## src/rtl/core/v2n_pkg.sv

```systemverilog
// ---------------------------------------------------------------------------
// v2n_pkg
// shared widths and cell types for the vector normalize pipeline
// ---------------------------------------------------------------------------
package v2n_pkg;
    localparam int CW     = 32;                 // component width
    localparam int SW     = 2 * CW + 1;         // sum of squares width
    localparam int RW     = CW;                 // root width
    localparam int UF     = 30;                 // unit fraction bits
    localparam int UW     = 32;                 // unit output width
    localparam int QB     = UF + 1;             // quotient bits (q <= 2^30)
    localparam int NDIV   = QB;                 // divider cells
    localparam int MW     = 33;                 // magnitude width
    localparam int PW     = SW + QB;            // q * s running product
    localparam int AW     = 2 * CW + 2 * UF + 3; // a^2 * 2^60 remainder
    localparam int TDI_W  = ((2 * CW + 7) / 8) * 8;
    localparam int TDO_W  = ((2 * UW + MW + 7) / 8) * 8;

    // sqrt cell carries sum, root, remainder and side data
    typedef struct packed {
        logic            vld;
        logic            nx;
        logic            ny;
        logic [2*CW-1:0] a2x;
        logic [2*CW-1:0] a2y;
        logic [SW-1:0]   s;
        logic [RW-1:0]   root;
        logic [SW:0]     rem;
        logic [SW-1:0]   sh;   // remaining s bits, consumed two per cell
    } t_sq;

    // divider cell builds the largest q with q^2 * s <= a^2 * 2^60
    // r holds a^2 * 2^60 - q^2 * s, p holds q * s
    typedef struct packed {
        logic              vld;
        logic              zero;
        logic [MW-1:0]     mag;
        logic              nx;
        logic              ny;
        logic [SW-1:0]     s;
        logic [AW-1:0]     rx;
        logic [AW-1:0]     ry;
        logic [PW-1:0]     px;
        logic [PW-1:0]     py;
        logic [QB-1:0]     qx;
        logic [QB-1:0]     qy;
    } t_dv;
endpackage

```

## src/rtl/core/v2n_div_cell.sv

```systemverilog
// ---------------------------------------------------------------------------
// v2n_div_cell
// one quotient bit per lane: keeps q if q^2*s <= a^2*2^60
// ---------------------------------------------------------------------------
module v2n_div_cell (
    input  logic          i_clk,
    input  logic          i_rst_n,
    input  logic          i_en,
    input  logic [4:0]    i_bit,
    input  v2n_pkg::t_dv  i_d,
    output v2n_pkg::t_dv  o_d
);
    import v2n_pkg::*;

    t_dv             r_d;
    t_dv             n_d;
    logic [AW-1:0]   tx;
    logic [AW-1:0]   ty;

    // (q + 2^b)^2 * s - q^2 * s = (q*s << (b+1)) + (s << 2b)
    always_comb begin
        n_d = i_d;
        tx  = (AW'(i_d.px) << (i_bit + 5'd1)) + (AW'(i_d.s) << {i_bit, 1'b0});
        ty  = (AW'(i_d.py) << (i_bit + 5'd1)) + (AW'(i_d.s) << {i_bit, 1'b0});
        if (tx <= i_d.rx) begin
            n_d.rx = i_d.rx - tx;
            n_d.px = i_d.px + (PW'(i_d.s) << i_bit);
            n_d.qx = i_d.qx | (QB'(1) << i_bit);
        end
        if (ty <= i_d.ry) begin
            n_d.ry = i_d.ry - ty;
            n_d.py = i_d.py + (PW'(i_d.s) << i_bit);
            n_d.qy = i_d.qy | (QB'(1) << i_bit);
        end
    end

    always_ff @(posedge i_clk) begin
        if (!i_rst_n) begin
            r_d.vld <= 1'b0;
        end else if (i_en) begin
            r_d <= n_d;
        end
    end

    assign o_d = r_d;
endmodule

```

## config.mk

```make
export PLATFORM = sky130hd
export DESIGN_NAME = v2n_div_cell
export DESIGN_NICKNAME = d
export VERILOG_FILES = /design/src/rtl/core/v2n_pkg.sv /design/src/rtl/core/v2n_div_cell.sv
export SDC_FILE = /design/constraint.sdc
export NUM_CORES = 2
export LEC_CHECK = 0
export BUFFER_PORTS_ARGS = -buffer_cell sky130_fd_sc_hd__buf_2
export CAP_MARGIN = 40
export CORE_AREA = 2 2 482 484
export DETAILED_ROUTE_END_ITERATION = 8
export DIE_AREA = 0 0 484 486
export MAX_ROUTING_LAYER = met4
export SETUP_SLACK_MARGIN = 0.1
export SYNTH_ARGS = -nofsm -noshare
export SYNTH_HDL_FRONTEND = slang
export SYNTH_SLANG_ARGS = --single-unit
```

## constraint.sdc

```tcl
create_clock -name i_clk -period 18.1 [get_ports i_clk]
set_input_delay 1.81 -clock i_clk [delete_from_list [all_inputs] [get_ports i_clk]]
set_output_delay 1.81 -clock i_clk [all_outputs]
set_load 0.03 [all_outputs]
```

==> results by group <==
CTS
  • Clock-pin slew on the worst setup and hold paths: 0.06 ns
  • # clock sinks: 610
  • CTS Root Cell: clkbuf_16
  • CTS tree: yes
  • Post-cts repair resize count: 0
  • CTS Buf Count: 70
  • Clock latency on the worst-skew pair: about 0.73 ns
  • CTS Buffer Depth: 3
  • H-tree depth: 3
  • CTS Hold Buffers Added: 0
  • Post-CTS Setup Inserts: 0

Critical path
  • Critical path fanouts, max: 114
  • Worst Setup Start Kind: primary input
  • Critical path launch point: i_bit[0]
  • Most used cell along the critical path: a21oi_1
  • Worst Setup EP: o_d[174]
  • Worst reg2reg endpoint: o_d[609]
  • R2R setup slack: approximately 18 ns
  • CP Data Required Time: 18.60 ns
  • RR Startpoint: o_d[609]
  • Critical path class: in -> reg
  • CP Capture Type: register
  • CP peak stage delay: 1.18 ns
  • Slowest cell on the critical path: ha_4
  • Worst path arrival time: 15.60 ns
  • R2R cell count: 2

Logic synthesis
  • Post-Syn Nets: 12.2k
  • Mapped Area: roughly 86000 sq um
  • Mapped Cells: 10.9k
  • Top cells by count, synth: a21oi_1 (1350), nor2_1 (1307), nand2_1 (1029)
  • Synth cell types: 112
  • Count leader, synth: a21oi_1
  • Post-synth top area share: 0.212
  • #FFs+latches synth: 610
  • Top cells by area, synth: edfxtp_1 (21%), ha_1 (9.3%), a21oi_1 (7.8%)
  • Mean post-synth cell area: 7.91 sq um
  • Leading area contributor after synthesis: edfxtp_1
  • Top_reg_cell synth: edfxtp_1
  • Post-synthesis sequential area ratio: 0.212
  • Post-synthesis async set-or-reset flop share: 0
  • Post-synth EDFFs: ~610
  • Yosys warning count: 0

STA
  • Highest Clock Rate: about 0.066 GHz
  • Setup violators final: 0
  • Slew margin rel.: 0.186
  • Post-layout min period: 15.10 ns
  • Tightest Pin Transition: 1.22 ns
  • Fin. Hold Viols: 0
  • Slew Limit Fails: 0
  • Unrepaired setup endpoints after global routing: no
  • Fin crit share: 0.834
  • Skew final: 0 ns
  • Setup TNS: 0 ns

Route
  • Routed metal-1 wire length: 204000 microns
  • WL final: 493000 microns
  • Drt first pass iters: 9
  • Met2 wire len: 207000 microns
  • Via Count: 95.7k
  • Routed wire length per instance: about 33 microns
  • Final ANT Viol Nets: 0
  • Iteration-0 DRC Markers: 12.3k
  • Met3 wire length: 47900 microns
  • Highest metal used: met4
  • Vias per cell: 6.41
  • Drt drc: 0

GRT
  • First-pass GRT wire length: between 600000 and 700000 microns
  • GRT Util Overall: 0.410
  • Vias in the first global route: 88.9k
  • Largest net degree at the start of global routing: roughly 180
  • Initial antenna violation count: 84
  • Aggregate global routing overflow: 0

Cells and area
  • Max reg flops: 610
  • Layout Cells excl Fill: 14.9k
  • FILL cells: 23.5k
  • # nets final: between 10k and 15k
  • Layout cell share with drive strength beyond 1: 0.179
  • Area Overhead vs Synth: 13.6%

Floorplanning
  • Rows: 176
  • Initial Util: 0.376
  • Die X-Extent: 484 microns
  • Ports: 1228
  • Die H: 486 microns
  • Core ar.: 229000 sq um
  • DIE AREA: 235000 sq um

Place
  • I/O Buffers: 1227
  • Number of instances in the placed design: between 10k and 15k
  • Post-DP HPWL: 417000 microns
  • RePlAce Congestion: 1.12

Power
  • Power density over the cells: approximately 130 nW/um^2
  • Worst vdd ir: 0.0865 mV
  • Leak: 0.0418 uW

Run
  • Maxcap violations: 0

Status
  • Status: finished, final reports clean

Worst hold path
  • Worst Hold Class: reg -> reg
layer usage:
| metal | track usage | vias up |
|---|---|---|
| met2 | 0.597 | 5835 |
| met5 | - | - |
| met4 | 0.226 | 0 |
| met3 | 0.0838 | 1038 |
| li1 | - | 42280 |
| met1 | 0.529 | 46562 |
where the power goes:
| group | switching [uW] | internal (uW) | total [uW] |
|---|---|---|---|
| sequential | 89.7 | 1970 | 2060 |
| combinational | 6100 | 3060 | 9170 |
| clock | 652 | 804 | 1460 |
logic make-up (layout without fill, tap and decap cells):
| family | count (synthesis) | after routing | share of synthesized area |
|---|---|---|---|
| DFF | 610 | 610 | 0.212 |
| and+or+nand+nor | 3500 | 3500 | 0.183 |
| AOI/OAI and AO/OA | 3563 | 3563 | 0.252 |
| muxes | 906 | 906 | 0.139 |
| adders and majority gates | 688 | 688 | 0.0989 |
| xor gates and xnor gates | 708 | 708 | 0.0720 |
| other | 0 | 68 | 0 |
| buffers and inverters | 946 | 1858 | 0.0433 |
critical path: cells and delay by family:
family,cells,cell delay (ns)
mux,2,0.99
simple gates,8,2.13
xor+xnor,1,0.12
buf+inv,6,2.83
compound gates,16,5.34
fa+ha+maj,3,2.01
cells in the final DEF, fill, tap and decap left out, drive strengths merged, types with 92 or more instances in the layout:
cell,synthesis,layout
nor2,1307,1307
a21oi,1352,1352
edfxtp,609,609
o21ai,763,763
a21o,452,452
mux2i,486,486
o21bai,229,229
xor2,253,253
buf,173,1473
mux4,211,211
nor3,140,140
xnor2,455,455
nor2b,118,118
inv,254,261
ha,645,645
a31oi,94,94
mux2,209,209
nand4,263,263
clkbuf,517,92
nand2,1029,1029
nand2b,148,148
nand3,156,156
worst min-delay path by stage:
stage / from / to / cells after the start
2_1_floorplan: o_d[609] / o_d[609] / 2
3_3_place_gp: o_d[609] / o_d[609] / 2
3_5_place_dp: o_d[609] / o_d[609] / 2
4_1_cts: o_d[609] / o_d[609] / 2
5_1_grt: o_d[609] / o_d[609] / 2
6_report: o_d[609] / o_d[609] / 2
cell type report:
cell class	count	area [sq um]	area share
tap	3026	3790	0.0386
timing repair buffer	1478	8260	0.0842
antenna	68	170	0.00173
clock buffer	87	1820	0.0185
inverter	256	970	0.00988
clock inverter	37	407	0.00414
multi-input combinational	9365	64400	0.656
sequential	610	18300	0.187
through the flow:
stage	utilization	power, uW	worst slack [ns]	cell area (sq um)	hold WS (ns)
2_1_floorplan	-	7980	1.59	86400	0.640
3_3_place_gp	0.413	10900	2.53	94700	0.493
3_5_place_dp	0.417	11000	2.71	95700	0.514
4_1_cts	0.427	12500	3.44	97900	0.530
5_1_grt	0.428	13300	2.50	98100	0.564
6_report	0.428	12700	3.00	98200	0.527
(Power assumes the default switching activity.)
