<file path="config.mk">
export PLATFORM = sky130hd
export DESIGN_NAME = v2n_sqrt_cell
export DESIGN_NICKNAME = d
export VERILOG_FILES = /design/src/rtl/core/v2n_pkg.sv /design/src/rtl/core/v2n_sqrt_cell.sv
export SDC_FILE = /design/constraint.sdc
export NUM_CORES = 1
export LEC_CHECK = 0
export BUFFER_PORTS_ARGS = -buffer_cell sky130_fd_sc_hd__clkbuf_2
export CORE_AREA = 2 2 279 281
export CTS_CLUSTER_SIZE = 30
export DETAILED_ROUTE_END_ITERATION = 6
export DIE_AREA = 0 0 281 283
export GPL_TIMING_DRIVEN = 0
export PLACE_DENSITY = 0.5
export REMOVE_ABC_BUFFERS = 1
export SLEW_MARGIN = 25
export SYNTH_ARGS = -nofsm -noshare
export SYNTH_HDL_FRONTEND = slang
export SYNTH_SLANG_ARGS = --single-unit
</file>
<file path="constraint.sdc">
create_clock -name i_clk -period 12.3 [get_ports i_clk]
set_input_delay 2.46 -clock i_clk [delete_from_list [all_inputs] [get_ports i_clk]]
set_output_delay 2.46 -clock i_clk [all_outputs]
set_load 0.02 [all_outputs]
</file>
<file path="src/rtl/core/v2n_pkg.sv">
// ---------------------------------------------------------------------------
// v2n_pkg
// shared widths and cell types for the vector normalize pipeline
// ---------------------------------------------------------------------------
package v2n_pkg;
    localparam int CW     = 32;                 // component width
    localparam int SW     = 2 * CW + 1;         // sum of squares width
    localparam int RW     = CW;                 // root width
    localparam int UF     = 30;                 // unit fraction bits
    localparam int UW     = 32;                 // unit output width
    localparam int QB     = UF + 1;             // quotient bits (q <= 2^30)
    localparam int NDIV   = QB;                 // divider cells
    localparam int MW     = 33;                 // magnitude width
    localparam int PW     = SW + QB;            // q * s running product
    localparam int AW     = 2 * CW + 2 * UF + 3; // a^2 * 2^60 remainder
    localparam int TDI_W  = ((2 * CW + 7) / 8) * 8;
    localparam int TDO_W  = ((2 * UW + MW + 7) / 8) * 8;

    // sqrt cell carries sum, root, remainder and side data
    typedef struct packed {
        logic            vld;
        logic            nx;
        logic            ny;
        logic [2*CW-1:0] a2x;
        logic [2*CW-1:0] a2y;
        logic [SW-1:0]   s;
        logic [RW-1:0]   root;
        logic [SW:0]     rem;
        logic [SW-1:0]   sh;   // remaining s bits, consumed two per cell
    } t_sq;

    // divider cell builds the largest q with q^2 * s <= a^2 * 2^60
    // r holds a^2 * 2^60 - q^2 * s, p holds q * s
    typedef struct packed {
        logic              vld;
        logic              zero;
        logic [MW-1:0]     mag;
        logic              nx;
        logic              ny;
        logic [SW-1:0]     s;
        logic [AW-1:0]     rx;
        logic [AW-1:0]     ry;
        logic [PW-1:0]     px;
        logic [PW-1:0]     py;
        logic [QB-1:0]     qx;
        logic [QB-1:0]     qy;
    } t_dv;
endpackage

</file>
<file path="src/rtl/core/v2n_sqrt_cell.sv">
// ---------------------------------------------------------------------------
// v2n_sqrt_cell
// one bit of the restoring integer square root
// ---------------------------------------------------------------------------
module v2n_sqrt_cell (
    input  logic          i_clk,
    input  logic          i_rst_n,
    input  logic          i_en,
    input  v2n_pkg::t_sq  i_d,
    output v2n_pkg::t_sq  o_d
);
    import v2n_pkg::*;

    t_sq           r_d;
    t_sq           n_d;
    logic [SW:0]   rem2;
    logic [SW:0]   trial;

    always_comb begin
        n_d   = i_d;
        rem2  = {i_d.rem[SW-2:0], i_d.sh[SW-1:SW-2]};
        trial = (SW+1)'({i_d.root, 2'b01});
        n_d.sh = {i_d.sh[SW-3:0], 2'b00};
        if (rem2 >= trial) begin
            n_d.rem  = rem2 - trial;
            n_d.root = {i_d.root[RW-2:0], 1'b1};
        end else begin
            n_d.rem  = rem2;
            n_d.root = {i_d.root[RW-2:0], 1'b0};
        end
    end

    always_ff @(posedge i_clk) begin
        if (!i_rst_n) begin
            r_d.vld <= 1'b0;
        end else if (i_en) begin
            r_d <= n_d;
        end
    end

    assign o_d = r_d;
endmodule

</file>
==> results of run 1 <==
==> area by class of cell <==
cell class	instances	area [µm²]	share of cell area, %
well taps	1040	1300	6.34
clock inverters	33	367	1.79
inverters	43	161	0.787
clock buffers	46	1110	5.40
flip-flops and latches	357	10700	52.2
multi-input cells	472	3050	14.9
diodes	6	15.0	0.0732
repair buffers	728	3810	18.6
==> worst max-delay path by stage <==
stage                     endpoint  slack, ns  depth (start not counted)
after global placement    o_d[135]      -2.88                          2
after CTS                 o_d[125]       6.15                         13
after detailed placement  o_d[125]       5.52                         13
after floorplan           o_d[100]       1.06                          1
after global routing      o_d[125]       6.01                         13
final                     o_d[125]       6.23                         13
==> per-layer routing <==
metal / share of wire [%] / vias to the layer above / global-route usage [%]
met5: 0.18 / - / 0
met4: 3.4 / 18 / 5.24
met3: 10 / 98 / 6.23
met2: 47 / 514 / 23.9
met1: 39 / 5189 / 16.8
li1: - / 4915 / -
==> per-stage QoR <==
stage,utilization [%],instances,power [W]
5_1_grt,26.7,2722,0.00342
4_1_cts,26.7,2719,0.00335
2_1_floorplan,-,872,0.00175
3_5_place_dp,24.8,2640,0.00197
3_3_place_gp,24.5,2628,0.00199
6_report,26.7,2725,0.00328
==> power breakdown <==
part	internal [W]	leakage (nW)	total, W	switching (W)
sequential	0.00144	3.35	0.00147	0.0000258
combinational	0.000155	4.43	0.000467	0.000313
clock	0.000788	0.719	0.00135	0.000559
==> critical path: cells and delay by family <==
family,cells,cell delay (ns)
simple gates,3,0.45
xor+xnor,1,0.21
fa+ha+maj,1,0.39
buf+inv,3,0.31
compound gates,5,2.52
==> synthesized netlist by cell type (11+ instances only) <==
cell	instances	area (µm²)
edfxtp_1	356	10700
nand2_1	74	278
ha_1	34	425
o21ai_1	11	55.1
a21oi_1	42	210
a21o_1	14	105
xor2_1	24	210
clkbuf_1	20	75.1
xnor2_1	40	350
nor4_1	14	87.6
nor2_1	37	139
o21ai_0	43	215
nor3_1	16	80.1
nand3_1	18	90.1
nand4_1	16	100
inv_1	43	161
==> kinds of logic after synthesis <==
family	share of synthesized area (%)
other	0.0267
xor gates and xnor gates	3.99
DFF	76.2
and+or+nand+nor	7.96
buffers and inverters	2.16
muxes	0.151
adders and majority gates	3.03
AOI/OAI and AO/OA	6.45
==> results.toml, run 1 <==
[setup_path]
worstSetupPathType = "input pin to flip-flop"
arrival_ns = 6.38
slowest_delay_ns = 0.80
crit_fanout = 12
cp_slowest_cell = "a211oi_2"
reg2reg_depth = 2
r2r_end = "o_d[358]"
cp-startpoint = "i_d[134]"
cp_cell_sequence = "clkbuf_2 > inv_1 > ha_1 > nand2_1 > a211oi_1 > a31oi_1 > a21oi_1 > o31a_1 > nor4_4 > buf_6 > a211oi_2 > nand4_1 > xnor2_1"
end_kind = "flip-flop"
ff2ff_setup_slack_ns = 11.70
cp-start-kind = "input pin"
reg2reg_from = "o_d[358]"
worstPathRequired_ns = 12.61

[clocking]
clock_path_buffers = 3
cts-root-buf = "clkbuf_16"
clock_sinks = 357
cts_setup_buffers = 0
htreeDepth = 2
clkSlewWorstSetupHoldPaths_ns = 0.06
postCtsHoldBufs = 0
cts_resized = 0
cts_buffers = 44
insertion_delay_ns = 0.57
cts_tree = "built"

[worst_hold_path]
holdPathStages = 2
min_to = "o_d[358]"
worstHoldStart = "o_d[358]"
hold_path.class = "flip-flop to flip-flop"

[die]
design.die.area_mm2 = 0.0795
rows = 102
ios = 721
initial_core_util_pct = 18.3
die_y_um = 283
die_x_um = 281
coreArea_mm2 = 0.0767

[sta]
period_minus_slack_ns = 6.07
setup_ws_ns = 6.23
hold_viol_final = 0
final-max-slew-violation-count = 0
fmax_mhz = 165
setup_viol = 0
period_share_pct = 49.3
whs_ns = 0.538
worst_clock_skew_ns = 0
rsz0062_at_grt = "false"
setup_tns_ns = 0
tightestPinTransition_ns = 0.963
relSlewSlack_pct = 35.7

[global_routing]
grt_pass1_vias = 10900
grt.total_usage_pct = 14.6
grt_pass1_wl_mm = 82.5
grt_antenna_before_repair = 24
grt_max_degree = 61
grt_overflow = 0

[detailed_routing]
drt-pass1-iter-count = 5
vias_per_cell = 3.94
dr_total_vias = 10700
drc = 0
first_iter_violations = 763
antenna_left = 0
drt-total-wl_mm = 60.8
wl_per_cell_um = 22.3

[placement]
dp_hpwl_mm = 49.9
placed_area_mm2 = 0.0190
post-place-ws_ns = 5.52
numPortBuffers = 716
finalWeightedCongestion = 0.892

[job]
cap_violations = 0

[cells_and_area]
nets = 2042
final_common_cell = "clkbuf_2"
area_delta_synth_final_pct = 46.0
largest_reg_flops = 357
drive_above_1_share_pct = 48.4
n_fill_cell = 8058
final_cell_area_mm2 = 0.0205
most-common-layout-cells = "clkbuf_2, edfxtp_1, nand2_1"

[yosys]
synth_edf_count = 356
ys_ff_latch = 357
syn_inst = 899
yosys_warnings = 0
ys_seq_area_share_pct = 76.2
ys.flop_type = "edfxtp_1"
post_synth_instance_area_mm2 = 0.0140
synth_cell_types = 56
avgSynthCellArea_um2 = 15.6
ys_async_sr_fraction_pct = 0

[pwr]
p_leak_nw = 8.50
peakVddDrop_mv = 0.0798
powerDensity_mw_per_mm2 = 160

[status]
outcome = "finished, final reports clean"
Power figures use the tool's default switching activity.
==> run 2: changes to the inputs <==
- ABC_AREA: default -> 1
- CORE_AREA: 2 2 279 281 -> 2 2 277 279
- DIE_AREA: 0 0 281 283 -> 0 0 279 281
- PLACE_DENSITY: 0.5 -> 0.54
- clock period: 12.3 -> 5.4 ns (I/O delays scaled with it)
==> results.toml, run 2 <==
[status]
outcome = "finished, final reports clean"

[sta]
period_minus_slack_ns = 3.76
hold_viol_final = 0
tightestPinTransition_ns = 0.871
worst_clock_skew_ns = 0
final-max-slew-violation-count = 0
fmax_mhz = 266
period_share_pct = 69.7
setup_viol = 0
relSlewSlack_pct = 41.9
rsz0062_at_grt = "false"
setup_ws_ns = 1.64

[detailed_routing]
drc = 0
vias_per_cell = 4.18
wl_per_cell_um = 28.1
drt-pass1-iter-count = 4
first_iter_violations = 819
dr_total_vias = 13100
antenna_left = 0
drt-total-wl_mm = 87.8

[cells_and_area]
final_common_cell = "clkbuf_2"
drive_above_1_share_pct = 39.5
final_cells = 3126
most-common-layout-cells = "clkbuf_2, edfxtp_1, nand2_1"
largest_reg_flops = 357
area_delta_synth_final_pct = 40.0
n_fill_cell = 8056
final_cell_area_mm2 = 0.0218
nets = 2503
layout.core_utilization_pct = 28.9

[placement]
post-place-ws_ns = 0.990
dp_hpwl_mm = 74.9
finalWeightedCongestion = 0.900
placed_area_mm2 = 0.0204
numPortBuffers = 716
place_inst = 3037

[clocking]
insertion_delay_ns = 0.60
cts-root-buf = "clkbuf_16"
cts_setup_buffers = 0
htreeDepth = 2
clock_path_buffers = 3
cts_buffers = 46
clock_sinks = 357
clkSlewWorstSetupHoldPaths_ns = 0.06
postCtsHoldBufs = 0
cts_tree = "built"
cts_resized = 0

[die]
initial_core_util_pct = 20.7
rows = 101
design.die.area_mm2 = 0.0784
die_y_um = 281
die_x_um = 279
ios = 721
coreArea_mm2 = 0.0754

[global_routing]
grt_pass1_wl_mm = 112
grt_max_degree = 99
grt_util_met1_pct = 22.8
grtUsageMet3_pct = 11.6
grt_antenna_before_repair = 43
grt.total_usage_pct = 21.6
grt_overflow = 0
grt_pass1_vias = 12800
use_met2_pct = 37.7
busiest_layer = "met2"

[setup_path]
end_kind = "flip-flop"
reg2reg_from = "o_d[358]"
cp_slowest_cell = "inv_6"
cp_cell_sequence = "clkbuf_2 > inv_1 > ha_1 > nand2_1 > inv_1 > a21oi_1 > o21ai_1 > inv_1 > nand2_1 > nand2_1 > nand3_4 > inv_6 > o21ai_0"
worstPathRequired_ns = 5.67
crit_fanout = 86
worstSetupPathType = "input pin to flip-flop"
arrival_ns = 4.03
cp-startpoint = "i_d[146]"
slowest_delay_ns = 0.74
cp-start-kind = "input pin"

[yosys]
synth_cell_types = 35
ys.flop_type = "edfxtp_1"
ys_ff_latch = 357
ys_seq_area_share_pct = 68.7
ys_async_sr_fraction_pct = 0
synth_edf_count = 356
synth_common_cells = "edfxtp_1, nand2_1, inv_1"
yosys_warnings = 0
avgSynthCellArea_um2 = 11.5
synth_area_leaders = "edfxtp_1, nand2_1, inv_1"
synth.most_common_cell = "edfxtp_1"
synth.top_cell.area_share_pct = 68.6
post_synth_instance_area_mm2 = 0.0156
syn_inst = 1351
yosys.area.top_type = "edfxtp_1"

[pwr]
p_leak_nw = 9.58
powerDensity_mw_per_mm2 = 347
peakVddDrop_mv = 0.189

[worst_hold_path]
hold_path.class = "flip-flop to flip-flop"
worstHoldStart = "o_d[358]"

[job]
cap_violations = 0
[run 2: report_power, final]
part           internal, W  switching (W)  total (W)
Combinational     0.000363       0.000862    0.00123
Clock              0.00175        0.00125    0.00300
Sequential         0.00329      0.0000561    0.00334
Total              0.00540        0.00217    0.00757
[run 2: worst paths after layout]
path,to,slack (ns),cells after the start
max,o_d[68],1.64,13
min,o_d[358],0.57,2
max reg2reg,o_d[358],4.75,2
min reg2reg,o_d[358],0.57,2
[run 2: cell type report]
class | count | area, µm² | area share (%)
antenna | 11 | 27.5 | 0.126
clock buffer | 58 | 1200 | 5.48
clock inverter | 20 | 223 | 1.02
inverter | 194 | 741 | 3.39
multi-input combinational | 789 | 4040 | 18.5
sequential | 357 | 10700 | 49.1
tap | 978 | 1220 | 5.61
timing repair buffer | 719 | 3670 | 16.8
[run 2: routing by layer]
| layer | routed length (µm) | part of all wire [%] |
|---|---|---|
| met1 | 31700 | 36 |
| met2 | 42900 | 49 |
| met3 | 10600 | 12 |
| met4 | 2350 | 2.7 |
| met5 | 212 | 0.24 |
[run 2: cell families (layout without fill, tap and decap cells)]
logic type | count (synthesis) | after routing | synth area share, %
AOI/OAI and AO/OA | 134 | 134 | 5.42
and+or+nand+nor | 586 | 586 | 15.8
buffers and inverters | 206 | 991 | 5.45
xor gates and xnor gates | 33 | 33 | 1.85
adders and majority gates | 34 | 34 | 2.73
DFF | 357 | 357 | 68.7
other | 1 | 13 | 0.0241
[run 2: worst max-delay path, delay by kind of cell]
family                     cells  cell delay (ns)
buffers and inverters          5             1.05
adders and majority gates      1             0.37
and+or+nand+nor                4             0.76
AOI/OAI and AO/OA              3             0.68
[run 2: through the flow]
| step | setup TNS, ns | total power (W) | hold slack [ns] |
|---|---|---|---|
| after global routing | 0 | 0.00785 | 0.584 |
| after global placement | -2516.96 | 0.00469 | 0.535 |
| after detailed placement | 0 | 0.00464 | 0.551 |
| final | 0 | 0.00757 | 0.573 |
| after floorplan | -1151.58 | 0.00404 | 0.606 |
| after CTS | 0 | 0.00771 | 0.562 |
==> run 3: changes to the inputs <==
- clock period: 5.4 -> 3.19 ns (I/O delays scaled with it)
==> results.toml, run 3 (synthesis gave the netlist of run 2 again) <==
[cells_and_area]
multi_input_area_mm2 = 0.00404
most-common-layout-cells = "clkbuf_2, edfxtp_1, nand2_1"
regArea_mm2 = 0.0107
final_common_cell = "clkbuf_2"
nets = 2503
area_delta_synth_final_pct = 40.0
n_fill_cell = 8056
drive_above_1_share_pct = 39.5
largest_reg_flops = 357

[detailed_routing]
wl_per_cell_um = 28.1
drt-total-wl_mm = 87.7
first_iter_violations = 823
drc = 0
drt-pass1-iter-count = 4
antenna_left = 0
dr_total_vias = 13000
vias_per_cell = 4.17

[setup_path]
r2r_end = "o_d[358]"
cp_cell_sequence = "clkbuf_2 > inv_1 > ha_1 > nand2_1 > inv_1 > a21oi_1 > o21ai_1 > inv_1 > nand2_1 > nand2_1 > nand3_4 > inv_16 > o21ai_0"
worstPathRequired_ns = 3.48
cp-start-kind = "input pin"
cp_slowest_cell = "inv_16"
cp-startpoint = "i_d[146]"
reg2reg_from = "o_d[358]"
worst-path-buf-inv = 5
slowest_delay_ns = 0.44
end_kind = "flip-flop"
arrival_ns = 3.29
path_delay_family = "simple AND/OR/NAND/NOR gates"
crit_fanout = 86
reg2reg_depth = 2
worstSetupPathType = "input pin to flip-flop"
ff2ff_setup_slack_ns = 2.54

[sta]
hold_viol_final = 0
relSlewSlack_pct = 53.7
rsz0062_at_grt = "false"
setup_viol = 0
fmax_mhz = 334
whs_ns = 0.210
tightestPinTransition_ns = 0.695
period_minus_slack_ns = 3.00
final-max-slew-violation-count = 0
period_share_pct = 94.0
worst_clock_skew_ns = 0

[clocking]
clock_sinks = 357
clkSlewWorstSetupHoldPaths_ns = 0.06
insertion_delay_ns = 0.60
clock_path_buffers = 3
cts_buffers = 46
htreeDepth = 2
postCtsHoldBufs = 0
cts_tree = "built"
cts-root-buf = "clkbuf_16"

[pwr]
p_leak_nw = 9.58
seq_power_share_pct = 44.2
swShare_pct = 28.6
clkPwrFrac_pct = 39.7
peakVddDrop_mv = 0.319
powerDensity_mw_per_mm2 = 587
p_comb_share_pct = 16.2
power_w = 0.0128
power.switching_w = 0.00367
p_int_w = 0.00915

[die]
coreArea_mm2 = 0.0754
design.die.area_mm2 = 0.0784
die_x_um = 279
ios = 721
die_y_um = 281
rows = 101
initial_core_util_pct = 20.7

[placement]
dp_hpwl_mm = 74.9
finalWeightedCongestion = 0.900
numPortBuffers = 716

[global_routing]
grt_max_degree = 99
grt_pass1_wl_mm = 112
grt_pass1_vias = 12800
grt_antenna_before_repair = 43
grt_overflow = 0
grt.total_usage_pct = 21.6

[worst_hold_path]
min_to = "o_d[27]"
worstHoldStart = "i_d[25]"
hold_path.class = "input pin to flip-flop"
holdPathStages = 1

[status]
outcome = "finished, final reports clean"

[job]
cap_violations = 0
## run 3: cell counts in the layout (fill, tap and decap cells not counted)
Identical to the previous run, type by type.
## run 3: power by group through the flow
| stage | logic [W] | clock network [W] | registers (W) |
|---|---|---|---|
| 6_report | 0.00207 | 0.00508 | 0.00566 |
| 5_1_grt | 0.00222 | 0.00538 | 0.00569 |
| 4_1_cts | 0.00212 | 0.00527 | 0.00566 |
| 3_5_place_dp | 0.00211 | 0 | 0.00575 |
| 3_3_place_gp | 0.00210 | 0 | 0.00585 |
| 2_1_floorplan | 0.000594 | 0 | 0.00624 |
## run 3: how the worst max path moves through the flow
stage                    end  slack (ns)  cells past startpoint
CTS                  o_d[68]        0.01                     13
detailed placement   o_d[68]       -0.78                     13
finish               o_d[68]        0.19                     13
global placement    o_d[124]       -8.93                      3
global route         o_d[68]        0.07                     13
floorplan           o_d[100]       -5.00                      2
## run 3: area by class of cell
type / instances / share of cell area, %
antenna: 11 / 0.126
timing repair buffer: 719 / 16.8
inverter: 194 / 3.44
multi-input combinational: 789 / 18.5
clock inverter: 20 / 1.02
clock buffer: 58 / 5.48
tap: 978 / 5.60
sequential: 357 / 49.1
## run 3: metrics by stage
step | util (%) | instances | area [µm²] | setup TNS, ns | setup WS [ns]
3_5_place_dp | 27.0 | 3037 | 20400 | -30.86 | -0.778
3_3_place_gp | 26.9 | 3034 | 20300 | -3192.34 | -8.93
6_report | 28.9 | 3126 | 21800 | 0 | 0.193
5_1_grt | 28.9 | 3115 | 21800 | 0 | 0.0653
4_1_cts | 28.9 | 3115 | 21800 | 0 | 0.0107
2_1_floorplan | - | 1340 | 15500 | -1780.99 | -5.00
## run 3: repair_timing
item	CTS	global route
buffers inserted	0	0
pin swaps	0	0
setup endpoints to repair	10	13
gates resized for setup	2	2
## run 3: metal layers
layer | routed length (µm) | vias up | share of wire (%) | track usage, %
met5 | 212 | - | 0.24 | 0
li1 | - | 6105 | - | -
met4 | 2350 | 36 | 2.7 | 4.82
met3 | 10800 | 133 | 12 | 11.6
met2 | 42900 | 509 | 49 | 37.7
met1 | 31500 | 6264 | 36 | 22.8
## run 3: worst reg2reg max path, stage by stage (launching register included)
cell	delay, ns
dfxtp_1	0.32
o21ai_0	0.17
a21oi_1	0.05
